### config.mk
export PLATFORM = sky130hd
export DESIGN_NAME = multi_interval_timer
export DESIGN_NICKNAME = d
export VERILOG_FILES = /design/src/design/mit_pkg.sv /design/src/design/mit_cell.sv /design/src/design/multi_interval_timer.sv
export SDC_FILE = /design/constraint.sdc
export NUM_CORES = 2
export LEC_CHECK = 0
export BUFFER_PORTS_ARGS = -buffer_cell sky130_fd_sc_hd__buf_2
export CAP_MARGIN = 0
export CORE_UTILIZATION = 30
export DETAILED_ROUTE_END_ITERATION = 8
export PLACE_DENSITY_LB_ADDON = 0.12
export SETUP_SLACK_MARGIN = 0.05
export SLEW_MARGIN = 20
export SYNTH_ARGS = -nofsm -noshare
export SYNTH_HDL_FRONTEND = slang
export SYNTH_SLANG_ARGS = --single-unit
### constraint.sdc
create_clock -name i_clk -period 2.8 [get_ports i_clk]
set_input_delay 0.14 -clock i_clk [delete_from_list [all_inputs] [get_ports i_clk]]
set_output_delay 0.14 -clock i_clk [all_outputs]
set_load 0.01 [all_outputs]
### src/design/mit_pkg.sv
// Package for the multiple interval timer: command and response words,
// mode codes, sequencer states and the cell command bundle.
// No dependencies.
package mit_pkg;

    localparam int ID_W   = 3;
    localparam int SEC_W  = 16;
    localparam int REM_W  = 32;
    localparam int MODE_W = 3;

    // Command modes; codes 5..7 are no-ops.
    typedef enum logic [MODE_W-1:0] {
        MODE_TICK  = 3'd0,
        MODE_START = 3'd1,
        MODE_STOP  = 3'd2,
        MODE_CHECK = 3'd3,
        MODE_QUERY = 3'd4
    } t_mode;

    typedef struct packed {
        logic [MODE_W-1:0] mode;
        logic [ID_W-1:0]   timer_id;
        logic [SEC_W-1:0]  seconds;
    } t_cmd_word;

    typedef struct packed {
        logic [ID_W-1:0]          expired_id;
        logic signed [REM_W-1:0]  remaining;
    } t_rsp_word;

    typedef enum logic [1:0] {
        ST_IDLE,
        ST_UPDATE,
        ST_SCAN,
        ST_DONE
    } t_state;

    // Broadcast to every cell.
    typedef struct packed {
        logic            arm;     // load expiry and set armed on id match
        logic            disarm;  // clear armed and expiry on id match
        logic [ID_W-1:0] id;      // target of arm or disarm
        logic [ID_W-1:0] qid;     // timer whose state rides the scan word
    } t_cell_cmd;

endpackage

### src/design/mit_cell.sv
// One timer cell: armed bit and expiry, plus one stage of the scan chain.
// Depends on mit_pkg.
module mit_cell
    import mit_pkg::*;
#(
    parameter int TW      = 32,
    parameter int CELL_ID = 0
) (
    input  logic            i_clk,
    input  logic            i_rst_n,
    input  t_cell_cmd       i_cmd,
    input  logic [TW-1:0]   i_load,
    // scan word from the left neighbor
    input  logic            i_found,
    input  logic [ID_W-1:0] i_eid,
    input  logic [TW-1:0]   i_etime,
    input  logic            i_qarm,
    input  logic [TW-1:0]   i_qexp,
    // scan word to the right neighbor
    output logic            o_found,
    output logic [ID_W-1:0] o_eid,
    output logic [TW-1:0]   o_etime,
    output logic            o_qarm,
    output logic [TW-1:0]   o_qexp
);

    // Cells past the reach of the id field are never addressed.
    localparam bit             REACH  = CELL_ID < (1 << ID_W);
    localparam logic [ID_W-1:0] MY_ID = ID_W'(CELL_ID);

    logic          r_armed;
    logic [TW-1:0] r_exp;
    logic          w_hit;
    logic          w_qhit;
    logic          w_take;

    assign w_hit  = REACH && (i_cmd.id == MY_ID);
    assign w_qhit = REACH && (i_cmd.qid == MY_ID);
    // strict less-than keeps the lower id on a tie
    assign w_take = r_armed && (!i_found || (r_exp < i_etime));

    always_ff @(posedge i_clk) begin
        if (!i_rst_n) begin
            r_armed <= 1'b0;
            r_exp   <= '0;
        end else if (i_cmd.arm && w_hit) begin
            r_armed <= 1'b1;
            r_exp   <= i_load;
        end else if (i_cmd.disarm && w_hit) begin
            r_armed <= 1'b0;
            r_exp   <= '0;
        end
    end

    always_ff @(posedge i_clk) begin
        o_found <= i_found | r_armed;
        o_eid   <= w_take ? MY_ID : i_eid;
        o_etime <= w_take ? r_exp : i_etime;
        o_qarm  <= w_qhit ? r_armed : i_qarm;
        o_qexp  <= w_qhit ? r_exp : i_qexp;
    end

endmodule

### src/design/multi_interval_timer.sv
// Top level of the multiple interval timer: sequencer, seconds counter,
// earliest-deadline registers and the row of mit_cell timers.
// Depends on mit_pkg and mit_cell.
//
// Usage: drive a command word on i_cmd with start high; it is taken at the
// first clock edge where busy is low. Every command gives exactly one
// response word on o_rsp, marked by o_done for one cycle; the receiver
// cannot hold it off, so o_rsp must be captured in that cycle. A command
// keeps busy high through the update state, the scan state, in which the
// scan word walks the cell row one registered stage per cell, and the
// done state; o_done rises the cycle busy falls. No new command is taken
// while busy is high, so the walk of the scan word through the cell row
// sets the command rate. Every command, tick included, takes the same
// path. Timer id 0 and ids at or above NUM_TIMERS address nothing. The
// earliest armed timer is rescanned on every command, so a restart of a
// running timer is always honored. Query answers the expiry minus the
// current time, wrapped to TIME_WIDTH bits, read as signed and clamped
// to 32 bits; 0 for an idle timer.
module multi_interval_timer
    import mit_pkg::*;
#(
    parameter int NUM_TIMERS = 8,
    parameter int TIME_WIDTH = 32
) (
    input  logic      i_clk,
    input  logic      i_rst_n,
    input  logic      start,
    input  t_cmd_word i_cmd,
    output logic      busy,
    output logic      o_done,
    output t_rsp_word o_rsp
);

    localparam int TW = TIME_WIDTH;
    localparam int CW = $clog2(NUM_TIMERS);
    localparam logic [CW-1:0] CNT_LAST = CW'(NUM_TIMERS - 1);

    t_state r_state;
    t_state n_state;

    t_cmd_word       r_cmd;
    logic [TW-1:0]   r_now;
    logic [ID_W-1:0] r_earliest_id;
    logic [TW-1:0]   r_earliest_time;
    logic [ID_W-1:0] r_found;
    logic [CW-1:0]   r_cnt;
    logic            r_done;
    t_rsp_word       r_rsp;

    t_cell_cmd w_cell_cmd;
    logic      w_id_ok;
    logic      w_hit;
    logic      w_accept;

    // scan chain taps; tap 0 is the empty word fed to the first cell
    logic            tk_found [0:NUM_TIMERS];
    logic [ID_W-1:0] tk_eid   [0:NUM_TIMERS];
    logic [TW-1:0]   tk_etime [0:NUM_TIMERS];
    logic            tk_qarm  [0:NUM_TIMERS];
    logic [TW-1:0]   tk_qexp  [0:NUM_TIMERS];

    assign w_accept = start && !busy;
    assign w_id_ok  = (r_cmd.timer_id != '0) && (int'(r_cmd.timer_id) < NUM_TIMERS);
    // check fires when the earliest deadline has been reached
    assign w_hit    = (r_earliest_id != '0) && (r_earliest_time <= r_now);

    // ---- sequencer: next state
    always_comb begin
        n_state = r_state;
        unique case (r_state)
            ST_IDLE:   if (w_accept) n_state = ST_UPDATE;
            ST_UPDATE: n_state = ST_SCAN;
            ST_SCAN:   if (r_cnt == CNT_LAST) n_state = ST_DONE;
            ST_DONE:   n_state = ST_IDLE;
            default:   n_state = ST_IDLE;
        endcase
    end

    // ---- sequencer: outputs
    always_comb begin
        busy       = 1'b1;
        w_cell_cmd = '{arm: 1'b0, disarm: 1'b0, id: r_cmd.timer_id,
                       qid: r_cmd.timer_id};
        unique case (r_state)
            ST_IDLE: busy = 1'b0;
            ST_UPDATE: begin
                if (r_cmd.mode == MODE_START) begin
                    w_cell_cmd.arm = w_id_ok;
                end else if (r_cmd.mode == MODE_STOP) begin
                    w_cell_cmd.disarm = w_id_ok;
                end else if (r_cmd.mode == MODE_CHECK) begin
                    w_cell_cmd.disarm = w_hit;
                    w_cell_cmd.id     = r_earliest_id;
                end
            end
            ST_SCAN, ST_DONE: ;
            default: ;
        endcase
    end

    always_ff @(posedge i_clk) begin
        if (!i_rst_n) begin
            r_state <= ST_IDLE;
        end else begin
            r_state <= n_state;
        end
    end

    // command hold
    always_ff @(posedge i_clk) begin
        if (w_accept) begin
            r_cmd <= i_cmd;
        end
    end

    // seconds counter, check result, scan counter, earliest deadline
    always_ff @(posedge i_clk) begin
        if (!i_rst_n) begin
            r_now           <= '0;
            r_earliest_id   <= '0;
            r_earliest_time <= '0;
            r_found         <= '0;
            r_cnt           <= '0;
        end else begin
            unique case (r_state)
                ST_UPDATE: begin
                    r_cnt   <= '0;
                    r_found <= ((r_cmd.mode == MODE_CHECK) && w_hit) ? r_earliest_id : '0;
                    if (r_cmd.mode == MODE_TICK) begin
                        r_now <= r_now + TW'(1);
                    end
                end
                ST_SCAN: r_cnt <= r_cnt + CW'(1);
                ST_DONE: begin
                    // bank state is unchanged except by start, stop and check,
                    // so taking the rescan on every command is exact
                    r_earliest_id   <= tk_found[NUM_TIMERS] ? tk_eid[NUM_TIMERS] : '0;
                    r_earliest_time <= tk_found[NUM_TIMERS] ? tk_etime[NUM_TIMERS] : '0;
                end
                default: ;
            endcase
        end
    end

    // ---- cell row
    assign tk_found[0] = 1'b0;
    assign tk_eid[0]   = '0;
    assign tk_etime[0] = '0;
    assign tk_qarm[0]  = 1'b0;
    assign tk_qexp[0]  = '0;

    for (genvar k = 0; k < NUM_TIMERS; k++) begin : g_cell
        mit_cell #(
            .TW      (TW),
            .CELL_ID (k)
        ) u_cell (
            .i_clk   (i_clk),
            .i_rst_n (i_rst_n),
            .i_cmd   (w_cell_cmd),
            .i_load  (r_now + TW'(r_cmd.seconds)),
            .i_found (tk_found[k]),
            .i_eid   (tk_eid[k]),
            .i_etime (tk_etime[k]),
            .i_qarm  (tk_qarm[k]),
            .i_qexp  (tk_qexp[k]),
            .o_found (tk_found[k+1]),
            .o_eid   (tk_eid[k+1]),
            .o_etime (tk_etime[k+1]),
            .o_qarm  (tk_qarm[k+1]),
            .o_qexp  (tk_qexp[k+1])
        );
    end

    // ---- query arithmetic: wrapped difference, clamped to 32 bits signed
    logic [TW-1:0]    w_diff;
    logic [REM_W-1:0] w_left;

    assign w_diff = tk_qexp[NUM_TIMERS] - r_now;

    if (TW <= REM_W) begin : g_narrow
        assign w_left = REM_W'($signed(w_diff));
    end else begin : g_wide
        logic w_hi_ones;
        logic w_hi_zero;
        assign w_hi_ones = &w_diff[TW-1:REM_W-1];
        assign w_hi_zero = ~|w_diff[TW-1:REM_W-1];
        always_comb begin
            if (w_hi_ones || w_hi_zero) begin
                w_left = w_diff[REM_W-1:0];
            end else if (w_diff[TW-1]) begin
                w_left = {1'b1, {(REM_W-1){1'b0}}};
            end else begin
                w_left = {1'b0, {(REM_W-1){1'b1}}};
            end
        end
    end

    // ---- response register
    always_ff @(posedge i_clk) begin
        if (!i_rst_n) begin
            r_done <= 1'b0;
        end else begin
            r_done <= (r_state == ST_DONE);
        end
    end

    always_ff @(posedge i_clk) begin
        if (r_state == ST_DONE) begin
            r_rsp.expired_id <= r_found;
            r_rsp.remaining  <= ((r_cmd.mode == MODE_QUERY) && w_id_ok && tk_qarm[NUM_TIMERS])
                                ? w_left : '0;
        end
    end

    assign o_done = r_done;
    assign o_rsp  = r_rsp;

endmodule

# Word-level counts from Yosys, hierarchy flattened
# Cells that the tools add are included.
totals:
  reg_bits: 942
  output_inout_bits: 37
  word_cells: 236
  inputBits: 25
op_classes:
  reduce_logical: 59
  n_mux: 67
  n_addsub: 4
  n_eq_ne: 24
  order_cmp: 8
  bitwise: 7
ops:
  columns: ["cell", "n"]
  rows:
  - ["two-way mux 32 bit", 31]
  - ["less-than comparator 32 bit", 7]
  - ["adder 32 x 1 -> 32 bit, second input constant", 1]
  - ["adder 32 x 16 -> 32 bit", 1]
  - ["less-or-equal comparator 32 bit", 1]
  - ["subtractor 32 bit", 1]
  - ["== test 3 bit, second input constant", 10]
  - ["logical AND 1 bit", 28]
  - ["two-way mux 1 bit", 26]
  - ["== test 3 x 2 -> 1 bit, second input constant", 6]
  - ["nonzero test 2 bit", 9]
  - ["== test 3 x 1 -> 1 bit, second input constant", 3]
  - ["zero test 3 bit", 3]
  - ["two-way mux 3 bit", 3]
  - ["two-way mux 4 bit", 2]
  - ["one-hot mux 2 bit (4 select lines)", 1]
  - ["zero test 1 bit", 7]
  - ["logical OR 1 bit", 7]
  - ["bitwise OR 1 bit", 7]
  - ["one-hot mux 3 bit (2 select lines)", 1]
  - ["nonzero test 3 bit", 2]
  - ["two-way mux 5 bit", 1]
  - ["== test 2 bit, second input constant", 2]
  - ["two-way mux 2 bit", 2]
  - ["5 further kinds", 7]

# Longest topological paths before layout
logic_depth:
  depth_word: 10
  mapped_depth: 13
  mapped_depth_nobuf: 11

# Cells and area by module
# A second synthesis with hierarchy kept.
unflattened:
  cells_unflattened: 3915
  hier_area_um2: 42082.9
modules_own_cells:
  columns: ["mod", "seq_area_each_um2", "area_each_um2", "cells_each", "instances"]
  rows:
  - ["mit_cell at g_cell[1].u_cell ...", 2042.0, 4151.5, 370, 3]
  - ["multi_interval_timer", 3233.1, 8748.4, 954, 1]
  - ["mit_cell at g_cell[5].u_cell ...", 2042.0, 4152.7, 370, 2]
  - ["mit_cell at g_cell[7].u_cell", 2042.0, 4276.6, 370, 1]
  - ["mit_cell at g_cell[3].u_cell", 2042.0, 4151.5, 371, 1]
  - ["mit_cell at g_cell[0].u_cell", 2042.0, 4146.5, 370, 1]

# Least setup slack after synthesis
# Ideal clock, no wire load.
synth_timing:
  path_kind: "reg-to-reg"
  start: "reg r_cmd[0] (netlist name)"
  end: "reg g_cell[5].u_cell.r_exp[16]"
  path_slack_ns: 0.079
  stages_incl_launch_ff: 11
  setup_time_ns: 0.060
  t_required_ns: 2.740
  n_path_buf: 1
  t_arrival_ns: 2.661
  synth_period_minus_slack_ns: 2.721
  cell_sequence: "edfxtp_1 > ha_1 > fa_1 > a211oi_1 > o21ai_1 > a221oi_1 > nor3_1 > a31o_2 > buf_2 > xnor2_1 > a22o_1"
synth_via:
  elab_chain_cells: 2
synth_rtl:
  columns: ["item", "line_no", "source"]
  rows:
  - ["start: declaration", "multi_interval_timer.sv:41", "t_cmd_word r_cmd;"]
  - ["start signal: assignment", "multi_interval_timer.sv:112", "r_cmd <= i_cmd;"]
  - ["adder 32 x 16 -> 32 bit", "multi_interval_timer.sv:160", ".i_load (r_now + TW'(r_cmd.seconds)),"]
  - ["two-way mux 32 bit", "mit_cell.sv:46", "end else if (i_cmd.arm && w_hit) begin"]
  - ["end signal: assignment", "mit_cell.sv:48", "r_exp <= i_load;"]
  - ["end: declaration", "mit_cell.sv:32", "logic [TW-1:0] r_exp;"]
# No other way between the ends.
# A chain may end at the register's enable or synchronous reset.

# Worst setup path after layout
layout_timing:
  start: "reg r_now[24]"
  end: "reg g_cell[2].u_cell.r_exp[31]"
layout_via:
  elab_chain_cells: 8
  elab_cells_between_ends: 10
  cone_classes: "add/sub: 1; order compare: 1; mux: 5; reduce/logical: 3"
layout_rtl:
  columns: ["item", "line_no", "source"]
  rows:
  - ["start: declaration", "multi_interval_timer.sv:42", "logic [TW-1:0] r_now;"]
  - ["start signal: assignment", "multi_interval_timer.sv:130", "r_now <= r_now + TW'(1);"]
  - ["less-or-equal comparator 32 bit", "multi_interval_timer.sv:65", "assign w_hit = (r_earliest_id != '0) && (r_earliest_time <= r_now);"]
  - ["logical AND 1 bit", "multi_interval_timer.sv:65", null]
  - ["two-way mux 4 bit", "multi_interval_timer.sv:91", "end else if (r_cmd.mode == MODE_CHECK) begin"]
  - ["two-way mux 1 bit", "multi_interval_timer.sv:89", "end else if (r_cmd.mode == MODE_STOP) begin"]
  - ["two-way mux 4 bit", "multi_interval_timer.sv:87", "if (r_cmd.mode == MODE_START) begin"]
  - ["two-way mux 5 bit", "multi_interval_timer.sv:84", "unique case (r_state)"]
  - ["logical AND 1 bit", "mit_cell.sv:49", "end else if (i_cmd.disarm && w_hit) begin"]
  - ["nonzero test 2 bit (no line)", null, null]
  - ["end signal: assignment", "mit_cell.sv:48", null]
  - ["end: declaration", "mit_cell.sv:32", null]
# Several ways; a longest one is shown, not always the timed one.

==> impl_results.md <==
- Result of the run: complete, but fails checks
- Violations in the final reports: design-rule violations, negative setup slack
- Leak Pwr: 21.33 nW
- Num rows: 132
- Share of post-route cells with drive strength above 1: 35.79%
- Arrival time of the worst setup path: 3.60 ns
- Via count of the first global-routing pass: 27677
- Final-layout worst hold slack: 0.1565 ns
- Main combinational cell family by area after synthesis: multiplexers
- Adder and majority cell fraction of the synthesized area: 9.818%
- Longest Clk Path Bufs: 3
- DRC violations left: 2
- Proportion of synthesized area in mux cells: 12.36%
- Critical Setup Path Class: reg -> reg
- Internal power consumption: approximately 23 mW
- Fraction of power consumed by sequential logic: 45.1%
- Final critical-path required period: between 2 and 3 ns
- Least setup slack across all paths after layout: -0.1743 ns
- Worst R2R Path Depth: 16
- Number of nets produced by synthesis: 3947
- Cell area after layout: about 0.052 mm^2
- Number of nets at the end of the flow: 4483
- Total Routing Usage GR: between 15 and 20%
- HPWL after DPL: 77590 um
- Total power: slightly above 30 mW
- Unique cell type count in the Yosys netlist: 90
- Comb power frac: 9.2%
- Setup repair after global routing missed its margin: true
- Slew at the pin closest to its max-slew limit: 0.9649 ns
- Clock network latency to the later pin of the worst-skew pair: 0.70 ns
- Worst vdd rail ir drop: 0.4503 mV
- Buffer cell driving the clock tree root: sky130_fd_sc_hd__clkbuf_16
- Peak fanout along the critical path: 8
- Clock skew after layout: approximately 0.017 ns
- Ys async rst share: 0%
- Height of the chip: approximately 360 um
- Wire length of the first global-routing pass: 168100 um
- Total count of max-transition violations in the final report: 0
- Share of power burned in the clock network: between 40% and 50%
- Reg-to-reg slack, setup: -0.17 ns
- Average footprint of a synthesized cell: 10.83 um^2
- Worst hold path type: in -> reg
- Reg2Reg Launch Point: r_now[24]
- Placed instance area: 0.04426 mm^2
- Worst setup timing slack at the placement stage: -0.5051 ns
- Depth of the CTS H-tree: 3
- Maximum number of pins on one net before global-route repair: 76
- Initial antenna violation count: 1
- End of the worst register-to-register path: g_cell[2].u_cell.r_exp[31]
- Die Footprint: about 0.13 mm^2
- Rel. slew slack: 35.68%
- Average routed wire per standard cell: 18.87 um
- Number of buffers inserted during clock tree synthesis: 106
- Synthesized-area fraction occupied by ao, oa, aoi and oai cells: 12.04%
- Number of flops mapped to enable cells by yosys: 57
- Synth Cell Area: 0.03915 mm^2
- Aggregate routed wire length: 112900 um
- Max Freq: 0.3362 GHz
- End of the critical path: g_cell[2].u_cell.r_exp[31]
- Category of the worst setup path capture point: flip-flop
- DR pass1 iterations: 7
- Final ANT Viol Nets: 0
- Startpoint kind of the worst setup timing path: flip-flop
- Most frequent cell after synthesis: sky130_fd_sc_hd__dfxtp_1
- Number of instances in the synthesized netlist: between 3000 and 4000
- Post-DR vias/cell: ~4.5
- Cell types with the highest counts after synthesis: 885 x sky130_fd_sc_hd__dfxtp_1, 359 x sky130_fd_sc_hd__inv_1, 359 x sky130_fd_sc_hd__mux2_2, 304 x sky130_fd_sc_hd__ha_1, 166 x sky130_fd_sc_hd__nor2_1
- Primary FF master, synth: sky130_fd_sc_hd__dfxtp_1
- Clk sinks: 942
- Dominant cell type by area after synthesis: sky130_fd_sc_hd__dfxtp_1
- Final number of hold-violating endpoints: 0
- Clock-pin slew of the registers on the worst-case setup and hold paths: 0.06 ns
- Placer's final routability congestion estimate: 0.8412
- Number of input and output port buffers inserted: about 60
- Endpoints failing setup: 194
- Pwr Density: 588.9 mW/mm^2
- Post-synthesis to final-layout area growth: 33.76%
- Critical Path RT: 3.43 ns
- Sequential fraction of the synthesis area: between 40% and 50%
- CTS tree: built
- Die Wd: 363.2 um
- Post-synthesis share of cell area spent on and, or, nand and nor gates: 9.496%
- Fin crit share: 106.2%
- Area share of the largest cell type after synthesis: 45.26%
- Launching element of the worst setup path: r_now[24]
- Xor/xnor cell area share of the yosys netlist: approximately 1.7%
- Number of violations of the max-capacitance limit: 0
- Post-synthesis sequential element count: 942
- Global-route congestion overflow total: 0
- Top post-synthesis cells by area: sky130_fd_sc_hd__dfxtp_1 45%, sky130_fd_sc_hd__mux2_2 10%, sky130_fd_sc_hd__ha_1 9.7%
- Initial core utilization: 30.23%
- Net switching power of the design: between 7 and 8 mW
- Switching Fraction: 24.59%
- Detailed-route via count: 26808
- Placeable core region: approximately 0.13 mm^2
- # IOs: 62
- Number of synthesis warnings: 0
- Number of design-rule violations left by the first detailed-router iteration: ~1200
power groups by stage:
stage	registers [mW]	logic, mW	clock network [mW]
finish	13.9	2.82	14.1
global route	13.9	3.02	15.1
CTS	13.9	2.75	14.5
detailed placement	14.2	2.40	0
global placement	14.2	2.41	0
floorplan	14.2	1.30	0
worst max-delay path: stages, from the launching register on:
cell and delay (ns):
sky130_fd_sc_hd__dfxtp_2 0.33, sky130_fd_sc_hd__inv_1 0.06, sky130_fd_sc_hd__ha_1 0.29, sky130_fd_sc_hd__nand4_1 0.09, sky130_fd_sc_hd__buf_6 0.15, sky130_fd_sc_hd__nor4_4 0.20, sky130_fd_sc_hd__buf_4 0.18, sky130_fd_sc_hd__buf_6 0.11
sky130_fd_sc_hd__o311ai_4 0.09, sky130_fd_sc_hd__nand4_1 0.13, sky130_fd_sc_hd__buf_6 0.13, sky130_fd_sc_hd__buf_8 0.13, sky130_fd_sc_hd__buf_6 0.15, sky130_fd_sc_hd__a21oi_4 0.08, sky130_fd_sc_hd__or3_4 0.45, sky130_fd_sc_hd__buf_16 0.19
sky130_fd_sc_hd__o22ai_2 0.13
worst min-delay path by stage:
stage                   start        end  slack [ns]  depth (start not counted)
CTS                 i_cmd[14]  r_cmd[14]        0.09                          2
finish              i_cmd[15]  r_cmd[15]        0.16                          2
floorplan            i_cmd[0]   r_cmd[0]        0.24                          0
detailed placement  i_cmd[14]  r_cmd[14]        0.32                          1
global placement     i_cmd[5]   r_cmd[5]        0.32                          1
global route        i_cmd[15]  r_cmd[15]        0.14                          2
layout make-up:
cell class | count | area [um^2]
inverter | 359 | 1354
antenna | 1 | 2.502
clock buffer | 151 | 3094
fill | 12485 | 77120
tap | 1742 | 2180
clock inverter | 47 | 445.4
sequential | 942 | 19520
timing repair buffer | 548 | 5345
multi-input combinational | 2195 | 20420
metal layers:
layer,global-route usage (%),part of all wire [%],vias to the layer above
met3,2.025,2.9,166
met2,28.06,48,390
met4,5.568,3.3,0
met1,21.54,46,12484
li1,-,-,13768
met5,0,0,-
placed cells by master (no fill, tap or decap), types with 27 or more instances in the layout:
cell	netlist	final
sky130_fd_sc_hd__buf_2	27	60
sky130_fd_sc_hd__dfxtp_1	885	816
sky130_fd_sc_hd__ha_4	0	55
sky130_fd_sc_hd__a21o_1	77	75
sky130_fd_sc_hd__clkinv_2	0	30
sky130_fd_sc_hd__nand4_1	41	41
sky130_fd_sc_hd__edfxtp_1	57	57
sky130_fd_sc_hd__mux2_2	359	314
sky130_fd_sc_hd__nand2b_1	29	29
sky130_fd_sc_hd__inv_1	359	326
sky130_fd_sc_hd__a21oi_1	158	120
sky130_fd_sc_hd__o22ai_2	2	62
sky130_fd_sc_hd__buf_12	0	54
sky130_fd_sc_hd__o21ai_0	84	71
sky130_fd_sc_hd__a32o_1	39	39
sky130_fd_sc_hd__o22ai_1	91	30
sky130_fd_sc_hd__a22o_1	42	42
sky130_fd_sc_hd__dfxtp_2	0	66
sky130_fd_sc_hd__nand3_1	48	41
sky130_fd_sc_hd__ha_1	304	246
sky130_fd_sc_hd__xnor2_1	58	42
sky130_fd_sc_hd__inv_2	0	30
sky130_fd_sc_hd__buf_6	7	50
sky130_fd_sc_hd__a21oi_2	1	27
sky130_fd_sc_hd__clkbuf_16	0	120
sky130_fd_sc_hd__nand2_1	140	138
sky130_fd_sc_hd__buf_4	15	330
sky130_fd_sc_hd__and2_1	115	115
sky130_fd_sc_hd__nor2_1	166	153
sky130_fd_sc_hd__mux2i_1	69	68
sky130_fd_sc_hd__o2bb2ai_2	0	40
sky130_fd_sc_hd__nor2b_1	58	55
sky130_fd_sc_hd__mux2_4	0	51
kinds of logic (layout without fill, tap and decap cells):
logic type / after synthesis / count (layout)
AO/OA/AOI/OAI: 668 / 669
XOR/XNOR: 75 / 75
adder cells (fa/ha/maj): 306 / 306
buffers and inverters: 482 / 1105
flip-flops: 942 / 942
multiplexers: 437 / 437
other: 0 / 1
AND/OR/NAND/NOR: 706 / 708
sequential cells by signal, summed over array words and instances, names as in the netlist:
signal / cells
g_cell.u_cell.r_exp: 256
r_cmd: 22
r_earliest_time: 32
g_cell.u_cell.o_qexp: 256
r_cnt: 3
g_cell.u_cell.o_found: 8
r_state: 2
g_cell.u_cell.o_etime: 256
r_now: 32
r_found: 3
o_done: 1
r_earliest_id: 3
g_cell.u_cell.r_armed: 8
g_cell.u_cell.o_eid: 17
g_cell.u_cell.o_qarm: 8
o_rsp: 35
timing repair:
action	in CTS	in global routing
hold buffers	24	0
setup endpoints to repair	428	473
endpoints found under the hold margin	27	0
pin swaps	119	146
setup buffers	61	39
gates resized for setup	343	286
cloned	20	16
metrics by stage:
| step | utilization [%] | std cells | TNS [ns] |
|---|---|---|---|
| final | 40.44 | 5985 | -17.79 |
| after global routing | 40.44 | 5984 | -46.70 |
| after CTS | 39.14 | 5944 | -13.47 |
| after detailed placement | 34.18 | 5643 | -106.52 |
| after global placement | 34.18 | 5643 | -99.63 |
| after floorplan | - | 3616 | 0 |
No activity file was read; power rests on OpenSTA's default activity.
